[src/rtl/core/pqle_pkg.sv]
// Shared types and constants for the position query link engine.
`timescale 1ns / 1ps
`default_nettype none

package pqle_pkg;

    localparam int unsigned RESPONSE_LENGTH = 8;
    localparam int unsigned COUNT_W         = $clog2(RESPONSE_LENGTH);

    localparam logic [7:0]  CMD_CODE      = 8'h36;
    localparam logic [7:0]  TRAILER       = 8'h6B;
    localparam logic [15:0] TIMEOUT_RESET = 16'd25;

    typedef enum logic [1:0] {
        MODE_START = 2'd0,
        MODE_BYTE  = 2'd1,
        MODE_TICK  = 2'd2,
        MODE_LINK  = 2'd3
    } mode_t;

    typedef enum logic [2:0] {
        ST_OK        = 3'd0,
        ST_BAD_FRAME = 3'd1,
        ST_RANGE     = 3'd2,
        ST_TIMEOUT   = 3'd3,
        ST_LINK      = 3'd4,
        ST_BUSY      = 3'd5
    } status_t;

    typedef enum logic [1:0] {
        PH_IDLE = 2'b01,
        PH_WAIT = 2'b10
    } phase_t;

    typedef struct packed {
        mode_t      mode;
        logic [7:0] dest_addr;
        logic [7:0] rx_byte;
    } req_t;

    typedef struct packed {
        logic               tx_valid;
        logic [7:0]         tx_byte;
        logic               last;
        logic               report_valid;
        status_t            status;
        logic signed [31:0] position;
    } rsp_t;

endpackage

`default_nettype wire

[src/rtl/core/position_query_link_engine.sv]
// Top level of the position query link engine: input register, query logic, result buffer.
//
//   channel  | signals                         | direction | content
//   ---------+---------------------------------+-----------+---------------------------------
//   request  | req_valid, req_stall, req_word  | in        | start, received byte, tick, error
//   response | rsp_valid, rsp_stall, rsp_word  | out       | transmit byte or request report
//   config   | cfg_we, cfg_data                | in        | timeout_ticks register
//
// A request word is taken into the input register and is processed in the next cycle
// that the result buffer is free or is handing over its last word. A start from idle
// fills the buffer with a three-word transmit burst; every other request fills it with a
// single report word or leaves it untouched.
// Reset (rst_n, asynchronous) returns the engine to idle and the timeout to 25 ticks.
// A stall on the response side backs up into the input register and then into req_stall.
`timescale 1ns / 1ps
`default_nettype none

module position_query_link_engine (
    input  wire logic           clk,
    input  wire logic           rst_n,
    input  wire logic           req_valid,
    output logic                req_stall,
    input  wire pqle_pkg::req_t req_word,
    output logic                rsp_valid,
    input  wire logic           rsp_stall,
    output pqle_pkg::rsp_t      rsp_word,
    input  wire logic           cfg_we,
    input  wire logic [15:0]    cfg_data
);

    // Configuration register.
    logic [15:0] timeout_reg;

    // Input register.
    logic           in_vld_reg, in_vld_next;
    pqle_pkg::req_t in_word_reg;

    // Request state.
    pqle_pkg::phase_t              phase_reg, phase_next;
    logic [7:0]                    target_reg, target_next;
    logic [pqle_pkg::COUNT_W-1:0]  count_reg, count_next;
    logic [15:0]                   elapsed_reg, elapsed_next;

    // Received frame bytes; entries are written before they are read in a request.
    logic [7:0] store_reg [pqle_pkg::RESPONSE_LENGTH];
    logic       store_we;

    // Result buffer: either a transmit burst or a single report.
    logic                  buf_vld_reg, buf_vld_next;
    logic                  buf_tx_reg;
    logic [1:0]            buf_idx_reg, buf_idx_next;
    logic [7:0]            buf_addr_reg;
    pqle_pkg::status_t     buf_status_reg;
    logic signed [31:0]    buf_pos_reg;

    logic               advance;
    logic               buf_last;
    logic               pop;
    logic               load;
    logic               load_tx;
    pqle_pkg::status_t  load_status;
    logic signed [31:0] load_pos;

    logic [31:0] mag;
    logic        frame_ok;
    logic [16:0] tick_sum;

    // ------------------------------------------------------------------
    // Handshakes
    // ------------------------------------------------------------------
    assign rsp_valid = buf_vld_reg;
    assign buf_last  = !buf_tx_reg || (buf_idx_reg == 2'd2);
    assign pop       = buf_vld_reg && !rsp_stall;
    assign advance   = in_vld_reg && (!buf_vld_reg || (pop && buf_last));
    assign req_stall = in_vld_reg && !advance;

    always_comb
    begin
        in_vld_next = in_vld_reg;
        if (req_valid && !req_stall)
        begin
            in_vld_next = 1'b1;
        end
        else if (advance)
        begin
            in_vld_next = 1'b0;
        end
    end

    always_ff @(posedge clk or negedge rst_n)
    begin
        if (!rst_n)
        begin
            in_vld_reg <= 1'b0;
        end
        else
        begin
            in_vld_reg <= in_vld_next;
        end
    end

    always_ff @(posedge clk)
    begin
        if (req_valid && !req_stall)
        begin
            in_word_reg <= req_word;
        end
    end

    always_ff @(posedge clk or negedge rst_n)
    begin
        if (!rst_n)
        begin
            timeout_reg <= pqle_pkg::TIMEOUT_RESET;
        end
        else if (cfg_we)
        begin
            timeout_reg <= cfg_data;
        end
    end

    // ------------------------------------------------------------------
    // Frame check. The eighth byte is taken straight from the input
    // register, the first seven from the store.
    // ------------------------------------------------------------------
    assign mag = {store_reg[3], store_reg[4], store_reg[5], store_reg[6]};
    assign frame_ok = (store_reg[0] == target_reg) &&
                      (store_reg[1] == pqle_pkg::CMD_CODE) &&
                      (in_word_reg.rx_byte == pqle_pkg::TRAILER);
    assign tick_sum = {1'b0, elapsed_reg} + 17'd1;

    // ------------------------------------------------------------------
    // Request handling
    // ------------------------------------------------------------------
    always_comb
    begin
        phase_next   = phase_reg;
        target_next  = target_reg;
        count_next   = count_reg;
        elapsed_next = elapsed_reg;
        store_we     = 1'b0;
        load         = 1'b0;
        load_tx      = 1'b0;
        load_status  = pqle_pkg::ST_OK;
        load_pos     = '0;

        if (advance)
        begin
            case (in_word_reg.mode)
                pqle_pkg::MODE_START:
                begin
                    load = 1'b1;
                    if (phase_reg == pqle_pkg::PH_WAIT)
                    begin
                        load_status = pqle_pkg::ST_BUSY;
                    end
                    else
                    begin
                        load_tx      = 1'b1;
                        phase_next   = pqle_pkg::PH_WAIT;
                        target_next  = in_word_reg.dest_addr;
                        count_next   = '0;
                        elapsed_next = '0;
                    end
                end
                pqle_pkg::MODE_BYTE:
                begin
                    if (phase_reg == pqle_pkg::PH_WAIT)
                    begin
                        store_we = 1'b1;
                        if (count_reg == pqle_pkg::COUNT_W'(pqle_pkg::RESPONSE_LENGTH - 1))
                        begin
                            load       = 1'b1;
                            phase_next = pqle_pkg::PH_IDLE;
                            count_next = '0;
                            if (!frame_ok)
                            begin
                                load_status = pqle_pkg::ST_BAD_FRAME;
                            end
                            else if (mag[31])
                            begin
                                // Magnitude above the largest positive position.
                                load_status = pqle_pkg::ST_RANGE;
                            end
                            else if (store_reg[2] != 8'd0)
                            begin
                                load_pos = -$signed(mag);
                            end
                            else
                            begin
                                load_pos = $signed(mag);
                            end
                        end
                        else
                        begin
                            count_next = count_reg + 1'b1;
                        end
                    end
                end
                pqle_pkg::MODE_TICK:
                begin
                    if (phase_reg == pqle_pkg::PH_WAIT)
                    begin
                        if (tick_sum > {1'b0, timeout_reg})
                        begin
                            load        = 1'b1;
                            load_status = pqle_pkg::ST_TIMEOUT;
                            phase_next  = pqle_pkg::PH_IDLE;
                            count_next  = '0;
                        end
                        else
                        begin
                            elapsed_next = tick_sum[15:0];
                        end
                    end
                end
                pqle_pkg::MODE_LINK:
                begin
                    if (phase_reg == pqle_pkg::PH_WAIT)
                    begin
                        load        = 1'b1;
                        load_status = pqle_pkg::ST_LINK;
                        phase_next  = pqle_pkg::PH_IDLE;
                        count_next  = '0;
                    end
                end
                default:
                begin
                    load = 1'b0;
                end
            endcase
        end
    end

    always_ff @(posedge clk or negedge rst_n)
    begin
        if (!rst_n)
        begin
            phase_reg   <= pqle_pkg::PH_IDLE;
            target_reg  <= '0;
            count_reg   <= '0;
            elapsed_reg <= '0;
        end
        else
        begin
            phase_reg   <= phase_next;
            target_reg  <= target_next;
            count_reg   <= count_next;
            elapsed_reg <= elapsed_next;
        end
    end

    always_ff @(posedge clk)
    begin
        if (store_we)
        begin
            store_reg[count_reg] <= in_word_reg.rx_byte;
        end
    end

    // ------------------------------------------------------------------
    // Result buffer. A new result is loaded only when the buffer is empty
    // or its last word leaves in the same cycle.
    // ------------------------------------------------------------------
    always_comb
    begin
        buf_vld_next = buf_vld_reg;
        buf_idx_next = buf_idx_reg;
        if (load)
        begin
            buf_vld_next = 1'b1;
            buf_idx_next = '0;
        end
        else if (pop)
        begin
            if (buf_last)
            begin
                buf_vld_next = 1'b0;
            end
            else
            begin
                buf_idx_next = buf_idx_reg + 1'b1;
            end
        end
    end

    always_ff @(posedge clk or negedge rst_n)
    begin
        if (!rst_n)
        begin
            buf_vld_reg <= 1'b0;
            buf_idx_reg <= '0;
        end
        else
        begin
            buf_vld_reg <= buf_vld_next;
            buf_idx_reg <= buf_idx_next;
        end
    end

    always_ff @(posedge clk)
    begin
        if (load)
        begin
            buf_tx_reg     <= load_tx;
            buf_addr_reg   <= in_word_reg.dest_addr;
            buf_status_reg <= load_status;
            buf_pos_reg    <= load_pos;
        end
    end

    // Output word, decoded from the buffer registers.
    always_comb
    begin
        rsp_word.tx_valid     = buf_tx_reg;
        rsp_word.last         = buf_last;
        rsp_word.report_valid = !buf_tx_reg;
        rsp_word.status       = buf_tx_reg ? pqle_pkg::ST_OK : buf_status_reg;
        rsp_word.position     = buf_tx_reg ? 32'sd0 : buf_pos_reg;
        rsp_word.tx_byte      = 8'd0;
        if (buf_tx_reg)
        begin
            case (buf_idx_reg)
                2'd0:    rsp_word.tx_byte = buf_addr_reg;
                2'd1:    rsp_word.tx_byte = pqle_pkg::CMD_CODE;
                default: rsp_word.tx_byte = pqle_pkg::TRAILER;
            endcase
        end
    end

endmodule

`default_nettype wire

[config.mk]
export PLATFORM = sky130hd
export DESIGN_NAME = position_query_link_engine
export DESIGN_NICKNAME = d
export VERILOG_FILES = /design/src/rtl/core/pqle_pkg.sv /design/src/rtl/core/position_query_link_engine.sv
export SDC_FILE = /design/constraint.sdc
export NUM_CORES = 1
export LEC_CHECK = 0
export BUFFER_PORTS_ARGS = -buffer_cell sky130_fd_sc_hd__clkbuf_2
export CORE_MARGIN = 10
export CORE_UTILIZATION = 45
export CTS_CLUSTER_SIZE = 25
export DETAILED_ROUTE_END_ITERATION = 16
export PLACE_DENSITY = 0.72
export SYNTH_ARGS = -nofsm -noshare
export SYNTH_HDL_FRONTEND = slang
export SYNTH_SLANG_ARGS = --single-unit
[constraint.sdc]
create_clock -name clk -period 5.07 [get_ports clk]
set_input_delay 0.2535 -clock clk [delete_from_list [all_inputs] [get_ports clk]]
set_output_delay 0.2535 -clock clk [all_outputs]
set_load 0.05 [all_outputs]
# [After elaboration in Yosys (flattened, before gate mapping)]
# Memory sizes are Yosys's and may differ from the RTL's.
# Cells that the tools add are included.
[totals] memories=1 word_cells=128 ff_bits=111 mem_bits_rw=64 input_bits=39
[op_classes] eq_ne=18 magnitude_cmp=1 bitwise=6 n_reduce_logical=30 muxes=52 n_addsub=4
[memory_table] name="store_reg" words=8 word_bits=8 rd=7 rd_ports_with_merged_regs=0 write_ports=1 line_no="position_query_link_engine.sv:45" text="logic [7:0] store_reg [pqle_pkg::RESPONSE_LENGTH];"
[op_table] op="two-way mux 16 bit" n=3
[op_table] op="two-way mux 32 bit" n=1
[op_table] op="negator 32 bit" n=1
[op_table] op="case mux 16 bit (2 select lines)" n=1
[op_table] op="two-way mux 31 bit" n=1
[op_table] op="two-way mux 2 bit" n=15
[op_table] op="two-way mux 3 bit" n=9
[op_table] op="case mux 3 bit (4 select lines)" n=2
[op_table] op="adder 16 x 1 -> 17 bit, second input constant" n=1
[op_table] op="> comparator 17 x 16 -> 1 bit" n=1
[op_table] op="two-way mux 1 bit" n=16
[op_table] op="case mux 8 bit (2 select lines)" n=1
[op_table] op="!= test 2 bit, second input constant" n=7
[op_table] op="== test 2 bit, second input constant" n=4
[op_table] op="== test 8 x 6 -> 1 bit, second input constant" n=1
[op_table] op="== test 8 x 7 -> 1 bit, second input constant" n=1
[op_table] op="== test 8 bit" n=1
[op_table] op="two-way mux 8 bit" n=1
[op_table] op="case mux 2 bit (4 select lines)" n=1
[op_table] op="nonzero test 2 bit" n=4
[op_table] op="nonzero test 8 bit" n=1
[op_table] op="logical AND 1 bit" n=7
[op_table] op="AND reduction 7 bit" n=1
[op_table] op="OR reduction 7 bit" n=1
[op_table] op="other kinds (15)" n=29

# [Depth between registers and ports, before layout]
[logic_depth] ltp_word=10 depth_mapped=14 depth_no_buf=13

# [Worst setup path before layout]
# No wires, ideal clock.
[synth_timing] path_type="reg-to-reg" from="reg elapsed_reg[0]" to="reg buf_addr_reg[0] (enable)" arrival_ns=4.630 required_ns=4.607 path_buffers=0 path_stages_with_launch=13 synth_period_minus_slack_ns=5.094 setup_slack_ns=-0.024 path_cell_list="dfrtp_1 ha_1 nand4_2 nor3_4 nand3_1 xnor2_1 ha_1 nand4_1 nor4_1 and2_0 o211ai_2 nand3_1 a21oi_1"
[synth_via] elab_chain_cells=6
[synth_lines] item="start, declared" line_no="position_query_link_engine.sv:42" text="logic [15:0] elapsed_reg, elapsed_next;"
[synth_lines] item="start signal, assigned" line_no="position_query_link_engine.sv:249" text="elapsed_reg <= elapsed_next;"
[synth_lines] item="adder 16 x 1 -> 17 bit" line_no="position_query_link_engine.sv:130" text="assign tick_sum = {1'b0, elapsed_reg} + 17'd1;"
[synth_lines] item="> comparator 17 x 16 -> 1 bit" line_no="position_query_link_engine.sv:204" text="if (tick_sum > {1'b0, timeout_reg})"
[synth_lines] item="two-way mux 1 bit" line_no="position_query_link_engine.sv:204"
[synth_lines] item="two-way mux 1 bit" line_no="position_query_link_engine.sv:202" text="if (phase_reg == pqle_pkg::PH_WAIT)"
[synth_lines] item="case mux 1 bit (4 select lines)" line_no="position_query_link_engine.sv:149" text="case (in_word_reg.mode)"
[synth_lines] item="two-way mux 1 bit" line_no="position_query_link_engine.sv:147" text="if (advance)"
[synth_lines] item="end signal, assigned" line_no="position_query_link_engine.sv:306" text="buf_addr_reg <= in_word_reg.dest_addr;"
[synth_lines] item="end, declared" line_no="position_query_link_engine.sv:52" text="logic [7:0] buf_addr_reg;"
# Every way passes these cells.
# A chain may end at the register's enable or synchronous reset.

# [Final worst setup path]
[layout_timing] from="reg elapsed_reg[0]" to="reg buf_pos_reg[22] (enable)"
[layout_via] elab_chain_cells=6
[layout_lines] item="adder 16 x 1 -> 17 bit" line_no="position_query_link_engine.sv:130"
[layout_lines] item="> comparator 17 x 16 -> 1 bit" line_no="position_query_link_engine.sv:204"
[layout_lines] item="two-way mux 1 bit" line_no="position_query_link_engine.sv:204"
[layout_lines] item="two-way mux 1 bit" line_no="position_query_link_engine.sv:202"
[layout_lines] item="case mux 1 bit (4 select lines)" line_no="position_query_link_engine.sv:149"
[layout_lines] item="two-way mux 1 bit" line_no="position_query_link_engine.sv:147"
[layout_lines] item="end signal, assigned" line_no="position_query_link_engine.sv:308" text="buf_pos_reg <= load_pos;"
[layout_lines] item="end, declared" line_no="position_query_link_engine.sv:54" text="logic signed [31:0] buf_pos_reg;"
# Every way passes these cells.

==> impl_metrics.ini <==
[flow_run]
drv_cap = 0

[sta]
rsz0062_at_grt = no
hold_violations = 0
skew_ps = 8.901
finalCritPeriodShare = 0.7758
fin_crit_ps = 3933
slew_violations = 0
max_freq_mhz = 254.2
tightest_slew_ps = 1078
setup_viol = 0
relSlewSlack = 0.2757
tns_ps = 0

[die]
ios = 87
core_um2 = 17180
die_w_um = 152.0
initial_core_util = 0.4561
die_y_um = 152.0
dieArea_um2 = 23090
fp-row-count = 48

[finish]
drive_gt1_frac = 0.1931
largest_reg_flops = 56
syn2layout_area_growth_pct = 17.95
layout.cells.non_filler = 1002
diodes = 0
fin_nets = 831

[place]
place_inst = 952
place_congestion = 0.8166
hpwl_um = 10880
io_buffers = 86

[setup_path]
worstPathCellList = ha_1 -> nand4_2 -> nor3_4 -> nand3_1 -> xnor2_1 -> ha_1 -> nand4_1 -> nor4_1 -> and2_0 -> o211ai_2 -> nand3_1 -> a21oi_4 -> buf_4
startpoint_type = register
cp_max_fo = 35
startpoint = elapsed_reg[0]
crit_buf_inv = 1
reg2reg_from = elapsed_reg[0]
r2r_end = buf_pos_reg[22]
crit_arrival_ps = 4010
critical-path-top-delay-family = simple AND/OR/NAND/NOR gates
crit_slowest_cell = buf_4
rrSetupSlack_ps = 1140
critPathRequiredTime_ps = 5150
path_depth = 13
cp-end-kind = register
critPathMaxStageDelay_ps = 450
crit_type = register to register
r2r_cells = 13

[routing]
vias = 4940
viasPerCell = 4.930
drc = 0
post_drt_wl_per_cell_um = 14.86
wirelength_um = 14890
dr.pass1.iters = 5
final_antenna_net_count = 0
drt-initial-drc-count = 407

[power]
power_density_nw_per_um2 = 395.9
irDropWorstVdd_mv = 0.3034
p_leak_uw = 0.003743
seq_power_share = 0.469
combinationalPowerShare = 0.196
clkPwrFrac = 0.335
power_switching_uw = 1086
p_int_uw = 2573
p_sw_frac = 0.2968

[logic_synthesis]
yosys.area_share.adder = 0.04471
yosysTopAreaCell = edfxtp_1
synth_area_per_cell_um2 = 11.89
synth_warnings = 0
ys_ff_latch = 167
synth_top_area_share = 0.4523
ys_top_cells_by_area = edfxtp_1 (45%), dfrtp_1 (14%), ha_1 (4.5%)
syn_inst = 659
synth_top_family_by_area = simple AND/OR/NAND/NOR gates
synth-main-ff-cell = edfxtp_1
post-synth-top-count-cell = edfxtp_1
syn-cell-area_um2 = 7835
synth_mux_area_frac = 0.01884
syn-num-nets = 726
ys_async_sr_fraction = 0.2934
synth-compound-area-share = 0.07122
synth.distinct_cells = 59
synthXorXnorAreaFrac = 0.05701
synth_top_cells_by_count = edfxtp_1 (118), nand2_1 (69), nor2_1 (65)
synth_simple_gate_area_frac = 0.1725
synth-edff-count = 118
yosysSeqAreaShare = 0.6094

[worst_hold_path]
hold_class = input port to register
holdPathEnd = in_word_reg[16]
holdCritStartpoint = req_word[16]
min_delay_path_depth = 1

[clock_tree]
cts_resized = 0
clock-root-buffer = clkbuf_16
numCtsBuffers = 17
clock-sinks = 167
h-tree-depth = 4
cts_tree = built
clk_latency_ps = 420
cts.path.max_buffers = 2
clk_pin_slew_ps = 60

[grt]
grt_max_degree = 50
grt_first_pass_wirelength_um = 24860
grt_use_total = 0.1322
antenna_found_initial = 0
grt_pass1_vias = 4874
grt_overflow_total = 0

[outcome]
status = finished, final reports clean
==> routing by layer <==
| layer | part of all wire | global-route usage |
|---|---|---|
| met5 | 0 | 0 |
| met1 | 0.45 | 0.1673 |
| met4 | 0.015 | 0.05135 |
| met3 | 0.059 | 0.04205 |
| met2 | 0.47 | 0.2069 |
==> cells by family after synthesis <==
kind of cell / Yosys count
and+or+nand+nor: 255
DFF: 167
AOI/OAI and AO/OA: 94
xor gates and xnor gates: 51
buffers and inverters: 51
adders and majority gates: 28
muxes: 13
==> area by class of cell <==
cell class,count,area (um^2)
fill,1454,7935
timing repair buffer,108,640.6
inverter,29,108.9
sequential,167,4775
tap,225,281.5
multi-input combinational,441,2865
clock inverter,9,92.59
clock buffer,23,478.0
==> how the worst max path moves through the flow <==
stage	slack (ps)	endpoint
floorplan	870	buf_addr_reg[0]
global placement	1230	buf_pos_reg[17]
detailed placement	1120	buf_pos_reg[17]
CTS	1090	buf_pos_reg[31]
global route	730	buf_pos_reg[1]
finish	1140	buf_pos_reg[22]
==> power groups by stage <==
| stage | Clock [uW] | Combinational, uW | Sequential, uW |
|---|---|---|---|
| 2_1_floorplan | 0 | 538 | 1720 |
| 3_3_place_gp | 0 | 703 | 1740 |
| 3_5_place_dp | 0 | 713 | 1750 |
| 4_1_cts | 1250 | 726 | 1720 |
| 5_1_grt | 1310 | 789 | 1730 |
| 6_report | 1230 | 716 | 1720 |
==> per-stage QoR <==
stage | total power (uW) | instance area (um^2) | util | worst slack [ps] | hold slack, ps
finish | 3659 | 9241 | 0.5380 | 1137 | 20.24
global route | 3835 | 9241 | 0.5380 | 725.4 | 4.892
CTS | 3695 | 9231 | 0.5374 | 1091 | 2.021
detailed placement | 2458 | 8491 | 0.4943 | 1117 | 410.0
global placement | 2442 | 8491 | 0.4943 | 1227 | 403.7
floorplan | 2260 | 7839 | - | 868.7 | -42.09
==> cell usage in the layout (no fill, tap or decap), types with 3 or more instances in the layout <==
cell type        n
nor4bb_1         3
dfstp_2          4
a31oi_1          4
a21oi_1         22
o41ai_1          4
nor2_1          65
nand2_1         69
buf_4            4
ha_1            28
dfrtp_1         45
mux2_2          10
nand3_1         13
nor3_1          13
and3_1           7
inv_1           28
xor2_1          21
clkbuf_16       17
clkbuf_2        86
nand2b_1         8
clkinv_4         3
nor4_1           7
o21ai_0         45
clkbuf_8         3
nor2b_1         38
clkbuf_1         3
dlygate4sd3_1   18
edfxtp_1       118
xnor2_1         30
nand4_1          7
and2_1           3
o31ai_1          4
==> what timing repair did <==
| item | CTS | global route |
|---|---|---|
| endpoints found under the hold margin | 61 | 1 |
| buffers inserted | 0 | 0 |
| hold buffers | 17 | 1 |
No activity file was read; power rests on OpenSTA's default activity.
